===== config.mk =====
export PLATFORM = sky130hd
export DESIGN_NAME = timed_event_queue_with_flush_unit
export DESIGN_NICKNAME = d
export VERILOG_FILES = /design/src/rtl/teq_pkg.sv /design/src/rtl/timed_event_queue_with_flush_unit.sv
export SDC_FILE = /design/constraint.sdc
export NUM_CORES = 2
export LEC_CHECK = 0
export CAP_MARGIN = 20
export CORE_ASPECT_RATIO = 1.4
export CORE_MARGIN = 5
export CORE_UTILIZATION = 61
export CTS_CLUSTER_SIZE = 16
export DETAILED_ROUTE_END_ITERATION = 10
export DONT_BUFFER_PORTS = 1
export HOLD_SLACK_MARGIN = 0.06
export PLACE_DENSITY = 0.77
export SYNTH_ARGS = -nofsm -noshare
export SYNTH_HDL_FRONTEND = slang
export SYNTH_SLANG_ARGS = --single-unit

===== constraint.sdc =====
create_clock -name clk -period 5.59 [get_ports clk]
set_input_delay 0.2795 -clock clk [delete_from_list [all_inputs] [get_ports clk]]
set_output_delay 0.2795 -clock clk [all_outputs]
set_load 0.05 [all_outputs]

===== src/rtl/teq_pkg.sv =====
// ---------------------------------------------------------------------------
// Timed event queue package
// Command codes, field widths and result field positions.
// ---------------------------------------------------------------------------
`default_nettype none

package teq_pkg;

	localparam int QUEUE_DEPTH_DEF = 64;
	localparam int TYPE_COUNT_DEF  = 24;
	localparam int DELAY_BITS_DEF  = 16;

	localparam int CMD_W      = 2;
	localparam int TYPE_W     = 5;
	localparam int PARAM_W    = 8;
	localparam int IN_DELAY_W = 16;
	localparam int COUNT_W    = 7;

	localparam int S_TDATA_W = 32;
	localparam int M_TDATA_W = 24;

	// result field positions in m_tdata
	localparam int OUT_FIRED_BIT = 0;
	localparam int OUT_TYPE_LSB  = 1;
	localparam int OUT_PARAM_LSB = 6;
	localparam int OUT_COUNT_LSB = 14;
	localparam int OUT_OVF_BIT   = 21;

	localparam logic [CMD_W-1:0] CMD_ENQUEUE = 2'd0;
	localparam logic [CMD_W-1:0] CMD_TICK    = 2'd1;
	localparam logic [CMD_W-1:0] CMD_FLUSH   = 2'd2;

endpackage

`default_nettype wire


===== src/rtl/timed_event_queue_with_flush_unit.sv =====
// ---------------------------------------------------------------------------
// Timed event queue with flush
// FIFO of timed events held in a single-port-read synchronous store, with a
// head timer, one release per tick and an in-place flush of interactive
// entries.
// ---------------------------------------------------------------------------
//
//  channel  | dir | tdata (lsb first)                         | tuser
//  ---------+-----+-------------------------------------------+---------
//  s_*      | in  | event_type, event_param, is_interactive,  | command
//           |     | delay_ticks                               |
//  m_*      | out | fired, fired_type, fired_param,           | -
//           |     | queue_count, overflow                     |
//
//  Enqueue, unused command, and tick or flush on an empty queue complete
//  directly from idle. A tick on a non-empty queue reads the head, then
//  compares and releases. A flush streams the store through its one read
//  port, one entry a cycle, and compacts the kept entries behind the read
//  pointer.
//  Reset clears pointers, counters, timer and the output valid flag; the
//  store itself is not cleared.
//  While a result waits on m_tready, s_tready stays low; the next transfer
//  can be taken in the cycle the waiting result leaves.
//
`default_nettype none

module timed_event_queue_with_flush_unit #(
	parameter int QUEUE_DEPTH = teq_pkg::QUEUE_DEPTH_DEF,
	parameter int TYPE_COUNT  = teq_pkg::TYPE_COUNT_DEF,
	parameter int DELAY_BITS  = teq_pkg::DELAY_BITS_DEF
) (
	input  wire logic                          clk,
	input  wire logic                          arst_n,
	input  wire logic                          s_tvalid,
	output logic                               s_tready,
	// event_type[4:0], event_param[12:5], is_interactive[13],
	// delay_ticks[29:14], zero fill [31:30]
	input  wire logic [teq_pkg::S_TDATA_W-1:0] s_tdata,
	// command[1:0]
	input  wire logic [teq_pkg::CMD_W-1:0]     s_tuser,
	output logic                               m_tvalid,
	input  wire logic                          m_tready,
	// fired[0], fired_type[5:1], fired_param[13:6], queue_count[20:14],
	// overflow[21], zero fill [23:22]
	output logic [teq_pkg::M_TDATA_W-1:0]      m_tdata
);

	localparam int IdxW = (QUEUE_DEPTH > 1) ? $clog2(QUEUE_DEPTH) : 1;
	localparam int CntW = $clog2(QUEUE_DEPTH + 1);
	localparam int EntW = teq_pkg::TYPE_W + teq_pkg::PARAM_W + 1 + DELAY_BITS;

	// entry layout: {delay, interactive, param, type}
	localparam int EntParamLsb = teq_pkg::TYPE_W;
	localparam int EntInterBit = teq_pkg::TYPE_W + teq_pkg::PARAM_W;
	localparam int EntDelayLsb = EntInterBit + 1;

	localparam logic [IdxW-1:0]       LastIdx  = IdxW'(QUEUE_DEPTH - 1);
	localparam logic [CntW-1:0]       FullCnt  = CntW'(QUEUE_DEPTH);
	localparam logic [DELAY_BITS-1:0] DelayMax = '1;

	localparam logic [1:0] ST_IDLE  = 2'd0;
	localparam logic [1:0] ST_TICK  = 2'd1;
	localparam logic [1:0] ST_FLUSH = 2'd2;

	function automatic logic [IdxW-1:0] next_idx(input logic [IdxW-1:0] p);
		return (p == LastIdx) ? '0 : p + 1'b1;
	endfunction

	// ---- state ------------------------------------------------------------
	logic [1:0]            state_q,   state_d;
	logic [IdxW-1:0]       head_q,    head_d;
	logic [IdxW-1:0]       tail_q,    tail_d;
	logic [CntW-1:0]       count_q,   count_d;
	logic [DELAY_BITS-1:0] elapsed_q, elapsed_d;

	// flush walk
	logic [IdxW-1:0] fl_rd_q,   fl_rd_d;
	logic [IdxW-1:0] fl_wr_q,   fl_wr_d;
	logic [CntW-1:0] fl_iss_q,  fl_iss_d;
	logic [CntW-1:0] fl_proc_q, fl_proc_d;
	logic [CntW-1:0] fl_kept_q, fl_kept_d;
	logic            fl_gone_q, fl_gone_d;

	// output register
	logic                          m_tvalid_q;
	logic [teq_pkg::M_TDATA_W-1:0] m_tdata_q;

	// entry store
	logic [EntW-1:0] mem_q [QUEUE_DEPTH];
	logic [EntW-1:0] rd_data_s1;
	logic            mem_we, mem_re;
	logic [IdxW-1:0] mem_wa, mem_ra;
	logic [EntW-1:0] mem_wd;

	// ---- input unpack -----------------------------------------------------
	logic                            in_fire;
	logic [teq_pkg::TYPE_W-1:0]      in_type;
	logic [teq_pkg::PARAM_W-1:0]     in_param;
	logic                            in_inter;
	logic [teq_pkg::IN_DELAY_W-1:0]  in_delay;
	logic [DELAY_BITS-1:0]           in_delay_sat;
	logic [EntW-1:0]                 in_entry;

	assign in_fire  = s_tvalid && s_tready;
	assign in_type  = s_tdata[4:0];
	assign in_param = s_tdata[12:5];
	assign in_inter = s_tdata[13];
	assign in_delay = s_tdata[29:14];

	// delays beyond the timer width saturate
	assign in_delay_sat = (32'(in_delay) > 32'(DelayMax)) ? DelayMax
	                                                     : DELAY_BITS'(in_delay);
	assign in_entry     = {in_delay_sat, in_inter, in_param, in_type};

	// ---- read data fields -------------------------------------------------
	logic [teq_pkg::TYPE_W-1:0]  rd_type;
	logic [teq_pkg::PARAM_W-1:0] rd_param;
	logic                        rd_inter;
	logic [DELAY_BITS-1:0]       rd_delay;

	assign rd_type  = rd_data_s1[teq_pkg::TYPE_W-1:0];
	assign rd_param = rd_data_s1[EntParamLsb +: teq_pkg::PARAM_W];
	assign rd_inter = rd_data_s1[EntInterBit];
	assign rd_delay = rd_data_s1[EntDelayLsb +: DELAY_BITS];

	// ---- result fields ----------------------------------------------------
	logic                        out_load;
	logic                        res_fired;
	logic [teq_pkg::TYPE_W-1:0]  res_type;
	logic [teq_pkg::PARAM_W-1:0] res_param;
	logic                        res_ovf;

	// scratch for tick and flush
	logic [DELAY_BITS-1:0] el_inc;
	logic                  fl_keep;
	logic [IdxW-1:0]       fl_wr_nx;
	logic [CntW-1:0]       fl_kept_nx;
	logic                  fl_gone_nx;

	assign s_tready = (state_q == ST_IDLE) && (!m_tvalid_q || m_tready);

	always_comb begin
		state_d   = state_q;
		head_d    = head_q;
		tail_d    = tail_q;
		count_d   = count_q;
		elapsed_d = elapsed_q;
		fl_rd_d   = fl_rd_q;
		fl_wr_d   = fl_wr_q;
		fl_iss_d  = fl_iss_q;
		fl_proc_d = fl_proc_q;
		fl_kept_d = fl_kept_q;
		fl_gone_d = fl_gone_q;
		mem_we    = 1'b0;
		mem_wa    = tail_q;
		mem_wd    = in_entry;
		mem_re    = 1'b0;
		mem_ra    = head_q;
		out_load  = 1'b0;
		res_fired = 1'b0;
		res_type  = '0;
		res_param = '0;
		res_ovf   = 1'b0;

		el_inc     = (elapsed_q == DelayMax) ? elapsed_q : elapsed_q + 1'b1;
		fl_keep    = !rd_inter;
		fl_wr_nx   = fl_keep ? next_idx(fl_wr_q) : fl_wr_q;
		fl_kept_nx = fl_keep ? fl_kept_q + 1'b1 : fl_kept_q;
		fl_gone_nx = fl_gone_q || (!fl_keep && (fl_proc_q == '0));

		unique case (state_q)
			ST_IDLE: begin
				if (in_fire) begin
					unique case (s_tuser)
						teq_pkg::CMD_ENQUEUE: begin
							out_load = 1'b1;
							if ((in_type == '0 && in_delay == '0)
							    || (9'(in_type) >= 9'(TYPE_COUNT))) begin
								// dropped silently
							end else if (count_q == FullCnt) begin
								res_ovf = 1'b1;
							end else begin
								mem_we  = 1'b1;
								tail_d  = next_idx(tail_q);
								count_d = count_q + 1'b1;
								if (count_q == '0)
									elapsed_d = '0;
							end
						end
						teq_pkg::CMD_TICK: begin
							if (count_q == '0) begin
								elapsed_d = '0;
								out_load  = 1'b1;
							end else begin
								mem_re  = 1'b1;
								state_d = ST_TICK;
							end
						end
						teq_pkg::CMD_FLUSH: begin
							if (count_q == '0) begin
								tail_d    = head_q;
								elapsed_d = '0;
								out_load  = 1'b1;
							end else begin
								mem_re    = 1'b1;
								fl_rd_d   = next_idx(head_q);
								fl_wr_d   = head_q;
								fl_iss_d  = CntW'(1);
								fl_proc_d = '0;
								fl_kept_d = '0;
								fl_gone_d = 1'b0;
								state_d   = ST_FLUSH;
							end
						end
						default: begin
							out_load = 1'b1;
						end
					endcase
				end
			end
			ST_TICK: begin
				out_load = 1'b1;
				state_d  = ST_IDLE;
				if (el_inc >= rd_delay) begin
					res_fired = 1'b1;
					res_type  = rd_type;
					res_param = rd_param;
					head_d    = next_idx(head_q);
					count_d   = count_q - 1'b1;
					elapsed_d = '0;
				end else begin
					elapsed_d = el_inc;
				end
			end
			ST_FLUSH: begin
				// write lags read, so a compacting write never hits an
				// entry still to be read
				if (fl_keep) begin
					mem_we = 1'b1;
					mem_wa = fl_wr_q;
					mem_wd = rd_data_s1;
				end
				fl_wr_d   = fl_wr_nx;
				fl_kept_d = fl_kept_nx;
				fl_gone_d = fl_gone_nx;
				if (fl_iss_q != count_q) begin
					mem_re   = 1'b1;
					mem_ra   = fl_rd_q;
					fl_rd_d  = next_idx(fl_rd_q);
					fl_iss_d = fl_iss_q + 1'b1;
				end
				if (fl_proc_q == count_q - 1'b1) begin
					count_d  = fl_kept_nx;
					tail_d   = fl_wr_nx;
					if (fl_gone_nx || fl_kept_nx == '0)
						elapsed_d = '0;
					out_load = 1'b1;
					state_d  = ST_IDLE;
				end else begin
					fl_proc_d = fl_proc_q + 1'b1;
				end
			end
			default: begin
				state_d = ST_IDLE;
			end
		endcase
	end

	// ---- control registers ------------------------------------------------
	always_ff @(posedge clk or negedge arst_n) begin
		if (!arst_n) begin
			state_q    <= ST_IDLE;
			head_q     <= '0;
			tail_q     <= '0;
			count_q    <= '0;
			elapsed_q  <= '0;
			fl_rd_q    <= '0;
			fl_wr_q    <= '0;
			fl_iss_q   <= '0;
			fl_proc_q  <= '0;
			fl_kept_q  <= '0;
			fl_gone_q  <= 1'b0;
			m_tvalid_q <= 1'b0;
		end else begin
			state_q   <= state_d;
			head_q    <= head_d;
			tail_q    <= tail_d;
			count_q   <= count_d;
			elapsed_q <= elapsed_d;
			fl_rd_q   <= fl_rd_d;
			fl_wr_q   <= fl_wr_d;
			fl_iss_q  <= fl_iss_d;
			fl_proc_q <= fl_proc_d;
			fl_kept_q <= fl_kept_d;
			fl_gone_q <= fl_gone_d;
			if (out_load)
				m_tvalid_q <= 1'b1;
			else if (m_tready)
				m_tvalid_q <= 1'b0;
		end
	end

	// result payload
	always_ff @(posedge clk) begin
		if (out_load)
			m_tdata_q <= {2'b00, res_ovf, teq_pkg::COUNT_W'(count_d),
			              res_param, res_type, res_fired};
	end

	// ---- entry store: one write, one registered read per cycle ------------
	always_ff @(posedge clk) begin
		if (mem_we)
			mem_q[mem_wa] <= mem_wd;
		if (mem_re)
			rd_data_s1 <= mem_q[mem_ra];
	end

	assign m_tvalid = m_tvalid_q;
	assign m_tdata  = m_tdata_q;

endmodule

`default_nettype wire


# Yosys cells after proc, flatten, opt, wreduce, memory -nomap -nowiden
# Memory sizes are Yosys's and may differ from the RTL's. A register that Yosys moved wholly into a read port is not among the register bits.
# Cells that the tools add are included.
# W data, S select, Z words.
[word_totals] regBits=94 ramBits=1920 input_bits=38 out_inout_bits=26 elab_cells=175 mem_count=1
[memory_table] memory="mem_q" depth=64 width=30 read_ports=1 rd_clocked_by_memory_dff=1 write_ports=1 line_no="timed_event_queue_with_flush_unit.sv:89" source="logic [EntW-1:0] mem_q [QUEUE_DEPTH];"
[op_classes] n_addsub=10 order_cmp=2 eq_ne=27 muxes=88 n_bitwise=3 n_reduce_logical=28
[op_table] operator="$mux W16" count=8
[op_table] operator="$mux W6" count=21
[op_table] operator="$mux W7" count=15
[op_table] operator="$mux W30" count=2
[op_table] operator="$pmux W16 S3" count=1
[op_table] operator="$pmux W6 S2" count=4
[op_table] operator="$pmux W7 S2" count=3
[op_table] operator="$pmux W16 S2" count=1
[op_table] operator="$add A7 B1 Y7 const B" count=4
[op_table] operator="$add A6 B1 Y6 const B" count=4
[op_table] operator="$eq A6 B6 Y1 const B" count=4
[op_table] operator="$mux W1" count=22
[op_table] operator="$logic_not A7 Y1" count=3
[op_table] operator="$pmux W7 S3" count=1
[op_table] operator="$add A16 B1 Y16 const B" count=1
[op_table] operator="$eq A16 B16 Y1 const B" count=1
[op_table] operator="$ge A16 B16 Y1" count=1
[op_table] operator="$logic_not A16 Y1" count=1
[op_table] operator="$ne A3 B3 Y1 const B" count=5
[op_table] operator="$reduce_and A5 Y1" count=3
[op_table] operator="$reduce_and A7 Y1" count=2
[op_table] operator="$ne A2 B2 Y1 const B" count=6
[op_table] operator="$mux W2" count=4
[op_table] operator="$pmux W2 S2" count=2
[op_table] operator="other kinds (24)" count=39

# Longest topological paths before layout
[depth] ltp_word=9 depth_mapped=22 depth_no_buf=19

# Worst setup path after synthesis
# OpenSTA, ideal clock, no wires.
[synth_path] path_type="register to register" from="register state_q[0]" to="memory mem_q[0][24] in the netlist's numbering (data pin)" setup_ns=0.702 arrival_time_ns=4.021 required_time_ns=4.888 path_slack_ns=0.867 stages_incl_launch_ff=9 path_buffers=5 period_less_slack_ns=4.723 path_cell_list="dfrtp_1 > clkbuf_1 > nor2b_1 > clkbuf_1 > nand2b_1 > clkbuf_1 > clkbuf_1 > clkbuf_1 > o21ai_0"
[synth_via] elab_chain_cells=2
[synth_lines] item="start, declared" line_no="timed_event_queue_with_flush_unit.sv:70" source="logic [1:0] state_q, state_d;"
[synth_lines] item="start signal, assigned" line_no="timed_event_queue_with_flush_unit.sv:285" source="state_q <= state_d;"
[synth_lines] item="$eq A2 B2 Y1" line_no="timed_event_queue_with_flush_unit.sv:171" source="unique case (state_q)"
[synth_lines] item="$mux W30" line_no="timed_event_queue_with_flush_unit.sv:171"
[synth_lines] item="via mem_wd[24]" line_no="timed_event_queue_with_flush_unit.sv:93" source="logic [EntW-1:0] mem_wd;"
[synth_lines] item="end, declared" line_no="timed_event_queue_with_flush_unit.sv:89"
# The timed path passes the listed nets, and every way through them passes these cells.

# Worst setup path in the final report
[layout_path] from="register elapsed_q[6]" to="register m_tdata_q, in the netlist m_tdata[15] (data pin)"
[layout_via] elab_chain_cells=5 word_cells_on_any_way=6 classes_between="1 x add/sub; 1 x order compare; 1 x eq/ne; 3 x mux"
[layout_lines] item="start, declared" line_no="timed_event_queue_with_flush_unit.sv:74" source="logic [DELAY_BITS-1:0] elapsed_q, elapsed_d;"
[layout_lines] item="start signal, assigned" line_no="timed_event_queue_with_flush_unit.sv:289" source="elapsed_q <= elapsed_d;"
[layout_lines] item="$add A16 B1 Y16 or $eq A16 B16 Y1 (tied branches)" line_no="timed_event_queue_with_flush_unit.sv:165" source="el_inc = (elapsed_q == DelayMax) ? elapsed_q : elapsed_q + 1'b1;"
[layout_lines] item="$mux W16 (*)" line_no="timed_event_queue_with_flush_unit.sv:165"
[layout_lines] item="$ge A16 B16 Y1 (*)" line_no="timed_event_queue_with_flush_unit.sv:224" source="if (el_inc >= rd_delay) begin"
[layout_lines] item="$mux W7 (*)" line_no="timed_event_queue_with_flush_unit.sv:224"
[layout_lines] item="$pmux W7 S3 (*)" line_no="timed_event_queue_with_flush_unit.sv:171"
[layout_lines] item="via count_d[1]" line_no="timed_event_queue_with_flush_unit.sv:73" source="logic [CntW-1:0] count_q, count_d;"
[layout_lines] item="end signal, assigned" line_no="timed_event_queue_with_flush_unit.sv:306" source="m_tdata_q <= {2'b00, res_ovf, teq_pkg::COUNT_W'(count_d),"
[layout_lines] item="end, declared" line_no="timed_event_queue_with_flush_unit.sv:86" source="logic [teq_pkg::M_TDATA_W-1:0] m_tdata_q;"
# The timed path passes the listed nets; every way through them passes the cells marked *.
# A chain may end at the register's enable or synchronous reset.

==> results by group <==
Drt
  • Antenna viol nets, final: 0
  • WL final: roughly 240000 um
  • DR vias/cell: about 6.7
  • Routed wire per std cell: approximately 28 um
  • # DRC: 0
  • Vias: between 50000 and 60000
  • 1st-pass router iterations: 6
  • Iteration-0 DRC Markers: around 8000

STA
  • Period utilisation layout: 91.4%
  • Rel. slew slack: ~25%
  • Fmax: a little under 200 MHz
  • Setup TNS: 0 ps
  • Setup Viol. Count Final: 0
  • Slew Limit Fails: 0
  • Final Critical Period: 5110 ps
  • Unrepaired setup endpoints after global routing: false
  • Clock skew: approximately 34 ps
  • Worst hold slack: approximately 83 ps
  • Worst Tran Pin Value: between 1000 and 1500 ps
  • Hold Fails Final Rpt: 0

Worst setup path
  • Crit end category: flop
  • WP data arrival: 5640 ps
  • Setup CP Type: flop to flop
  • Maximum fanout along the worst path: 16
  • Startpoint types: flop
  • Worst endpoint required time: just over 6000 ps

Clock tree
  • Clock root cell: clkbuf_16
  • Setup Buffers After CTS: 0
  • PostCTS Resize Cnt: 0
  • Skew-Pair Late Insertion Delay: about 830 ps
  • Clk buf depth: 3
  • CTS Buf Count: 175
  • CTS clk-pin slew, worst paths: 70 ps
  • CTS Sinks: 2044
  • Htree depth: 4
  • CTS tree: built

Yosys
  • Number of synthesized flops with an enable pin: between 1500 and 2000
  • Post-synth ARST share: 3.52%
  • Main area contributors after synthesis: edfxtp_1 71%, nand2_1 7.7%, nand3_1 2.9%
  • Seq/Total Area, Yosys: between 70% and 80%
  • Synth Register Bits: 2044
  • Top-count cell post-synth: edfxtp_1
  • Synth Area per Inst: about 13 sq um
  • Mapped cell area: 83500 sq um
  • Yosys warns: 0
  • Area leader, netlist: edfxtp_1
  • Syn Inst Count: between 6000 and 7000
  • Most frequent cells after synthesis: 1972 x edfxtp_1, 1720 x nand2_1, 489 x nand3_1
  • Netlist cell types: between 70 and 80
  • Top FF cell, synth: edfxtp_1
  • Top cell type's share of synthesized area: a little under three quarters

Pwr
  • Pwr/cell area: roughly 530 nW/um^2
  • Max VDD drop: approximately 0.61 mV
  • Int Power: a little over 30 mW
  • Sw Ratio: between 30% and 40%
  • Flop pwr share: about two fifths
  • Static Leak: approximately 32 nW
  • Comb power frac: between 30% and 40%
  • Net Switching: between 15 and 20 mW
  • Clock network power share: 24.9%

Layout
  • FF+latch area: approximately 61000 sq um
  • Area of the multi-input gates: 21200 sq um
  • Final net count: 6421
  • P&R area growth vs syn: 11.4%
  • Filler cells: approximately 8700
  • Share of cells above drive strength 1: 10.3%
  • Design area: approximately 93000 sq um

Place
  • HPWL after DPL: ~140000 um
  • Placed Area: a little under 90000 sq um
  • GPL Wtd Cong: between 0.9 and 1
  • Port bufs: 0

Global routing
  • GR Util All Layers: roughly a third
  • Initial antenna violation count: 13
  • Total grt overflow: 0
  • Largest net degree at the start of global routing: around 140
  • First-pass GRT wire length: about 340000 um
  • Vias in the first global route: between 50000 and 60000

Floorplanning
  • Die Wd: approximately 320 um
  • FP Rows: 160
  • Ports: 64
  • Total Die Area: 144000 sq um
  • Die height: ~450 um
  • Starting density of the core: between 60% and 70%
  • CORE AREA: about 140000 sq um

Job
  • Maxcap violations: 0

Run status
  • Status: finished, final reports clean

Min path
  • Min-delay worst type: input pin to flop
[per-stage QoR]
step | setup WS [ps] | total power [mW] | util [%] | instances
4_1_cts | 521 | 48.4 | 68.3 | 8275
3_5_place_dp | 554 | 36.3 | 64.0 | 7937
3_3_place_gp | 601 | 35.8 | 63.9 | 7933
2_1_floorplan | 867 | 29.7 | - | 6328
5_1_grt | 146 | 50.3 | 68.4 | 8282
6_report | 480 | 48.8 | 68.4 | 8287
[critical path, stage by stage, from the launching register on]
cell and delay (ps):
dfrtp_1 470, and4_1 300, nand3_1 90, or4_1 650
nand2b_1 280, nor2_1 110, and4_1 260, xor2_1 160
ha_1 290, a21o_1 190, a21o_1 170, a21oi_1 140
o21a_1 130, o31ai_1 80, a21o_1 210, a21o_1 360
nand2_1 120, buf_4 200, inv_1 230, o21ai_0 230
o221ai_1 160
[kinds of logic (layout without fill, tap and decap cells)]
kind of cell,after synthesis,after routing,share of synthesized area [%]
AO/OA/AOI/OAI,901,901,8.01
XOR/XNOR,57,57,0.615
adder cells (fa/ha/maj),30,30,0.450
buffers and inverters,471,642,2.53
flip-flops,2044,2044,73.1
multiplexers,88,88,1.07
other,1,8,0.00449
AND/OR/NAND/NOR,2735,2735,14.2
[sequential cells by signal, summed over array words and instances (netlist names)]
register    count
tail_q          6
state_q         2
fl_rd_q         6
fl_gone_q       1
m_tvalid        1
elapsed_q      16
rd_data_s1     30
m_tdata        22
fl_kept_q       7
head_q          6
fl_iss_q        7
mem_q        1920
fl_proc_q       7
count_q         7
fl_wr_q         6
[layer usage]
layer / global-route usage [%] / vias to the layer above / part of all wire (%)
li1: - / 23700 / -
met1: 39.6 / 26900 / 33
met2: 51.9 / 3927 / 47
met3: 7.76 / 810 / 12
met4: 21.9 / 4 / 8.2
met5: 0 / - / 0.0064
[final timing paths]
kind | startpoint | endpoint | slack [ps] | cells past startpoint
worst max register to register | elapsed_q[6]$_DFFE_PN0P_ | m_tdata[15]$_DFFE_PP_ | 480 | 20
worst min register to register | fl_gone_q$_DFFE_PN0P_ | fl_gone_q$_DFFE_PN0P_ | 520 | 2
worst min-delay path | s_tdata[6] | mem_q[7][6]$_DFFE_PP_ | 80 | 2
min in group asynchronous | arst_n | head_q[0]$_DFFE_PN0P_ | 630 | 3
max in group asynchronous | arst_n | fl_iss_q[2]$_DFFE_PN0P_ | 3550 | 4
worst max-delay path | elapsed_q[6]$_DFFE_PN0P_ | m_tdata[15]$_DFFE_PP_ | 480 | 20
[placed cells by master, fill, tap and decap left out, drive strengths merged, types with 77 or more instances in the layout]
cell type,n
a21oi,82
nor2,137
clkbuf,203
nand2,1722
a311oi,190
buf,269
o21ai,77
a31oi,177
and3,244
edfxtp,1972
clkinv,82
a211oi,112
nand3,490
mux2i,82
[final cells by class]
cell class                 count  area share (%)
sequential                  2044            65.6
multi-input combinational   3813            22.8
clock buffer                 203            4.89
timing repair buffer         284            2.93
tap                         1782            2.40
clock inverter               120            1.25
inverter                      35           0.141
antenna                        6          0.0161
[power groups by stage]
stage                     Combinational [mW]  Sequential, mW  Clock, mW
after floorplan                         9.27            20.4          0
after global placement                  15.5            20.4          0
after detailed placement                15.9            20.4          0
after CTS                               16.1            20.1       12.2
after global routing                    17.3            20.1       12.9
final                                   16.6            20.1       12.2
[timing repair]
item | 4_1_cts | 5_1_grt
endpoints found under the setup margin | 0 | 0
hold endpoints to repair | 211 | 15
hold buffers | 15 | 1
Note: power is estimated with default switching activity, not from simulation.
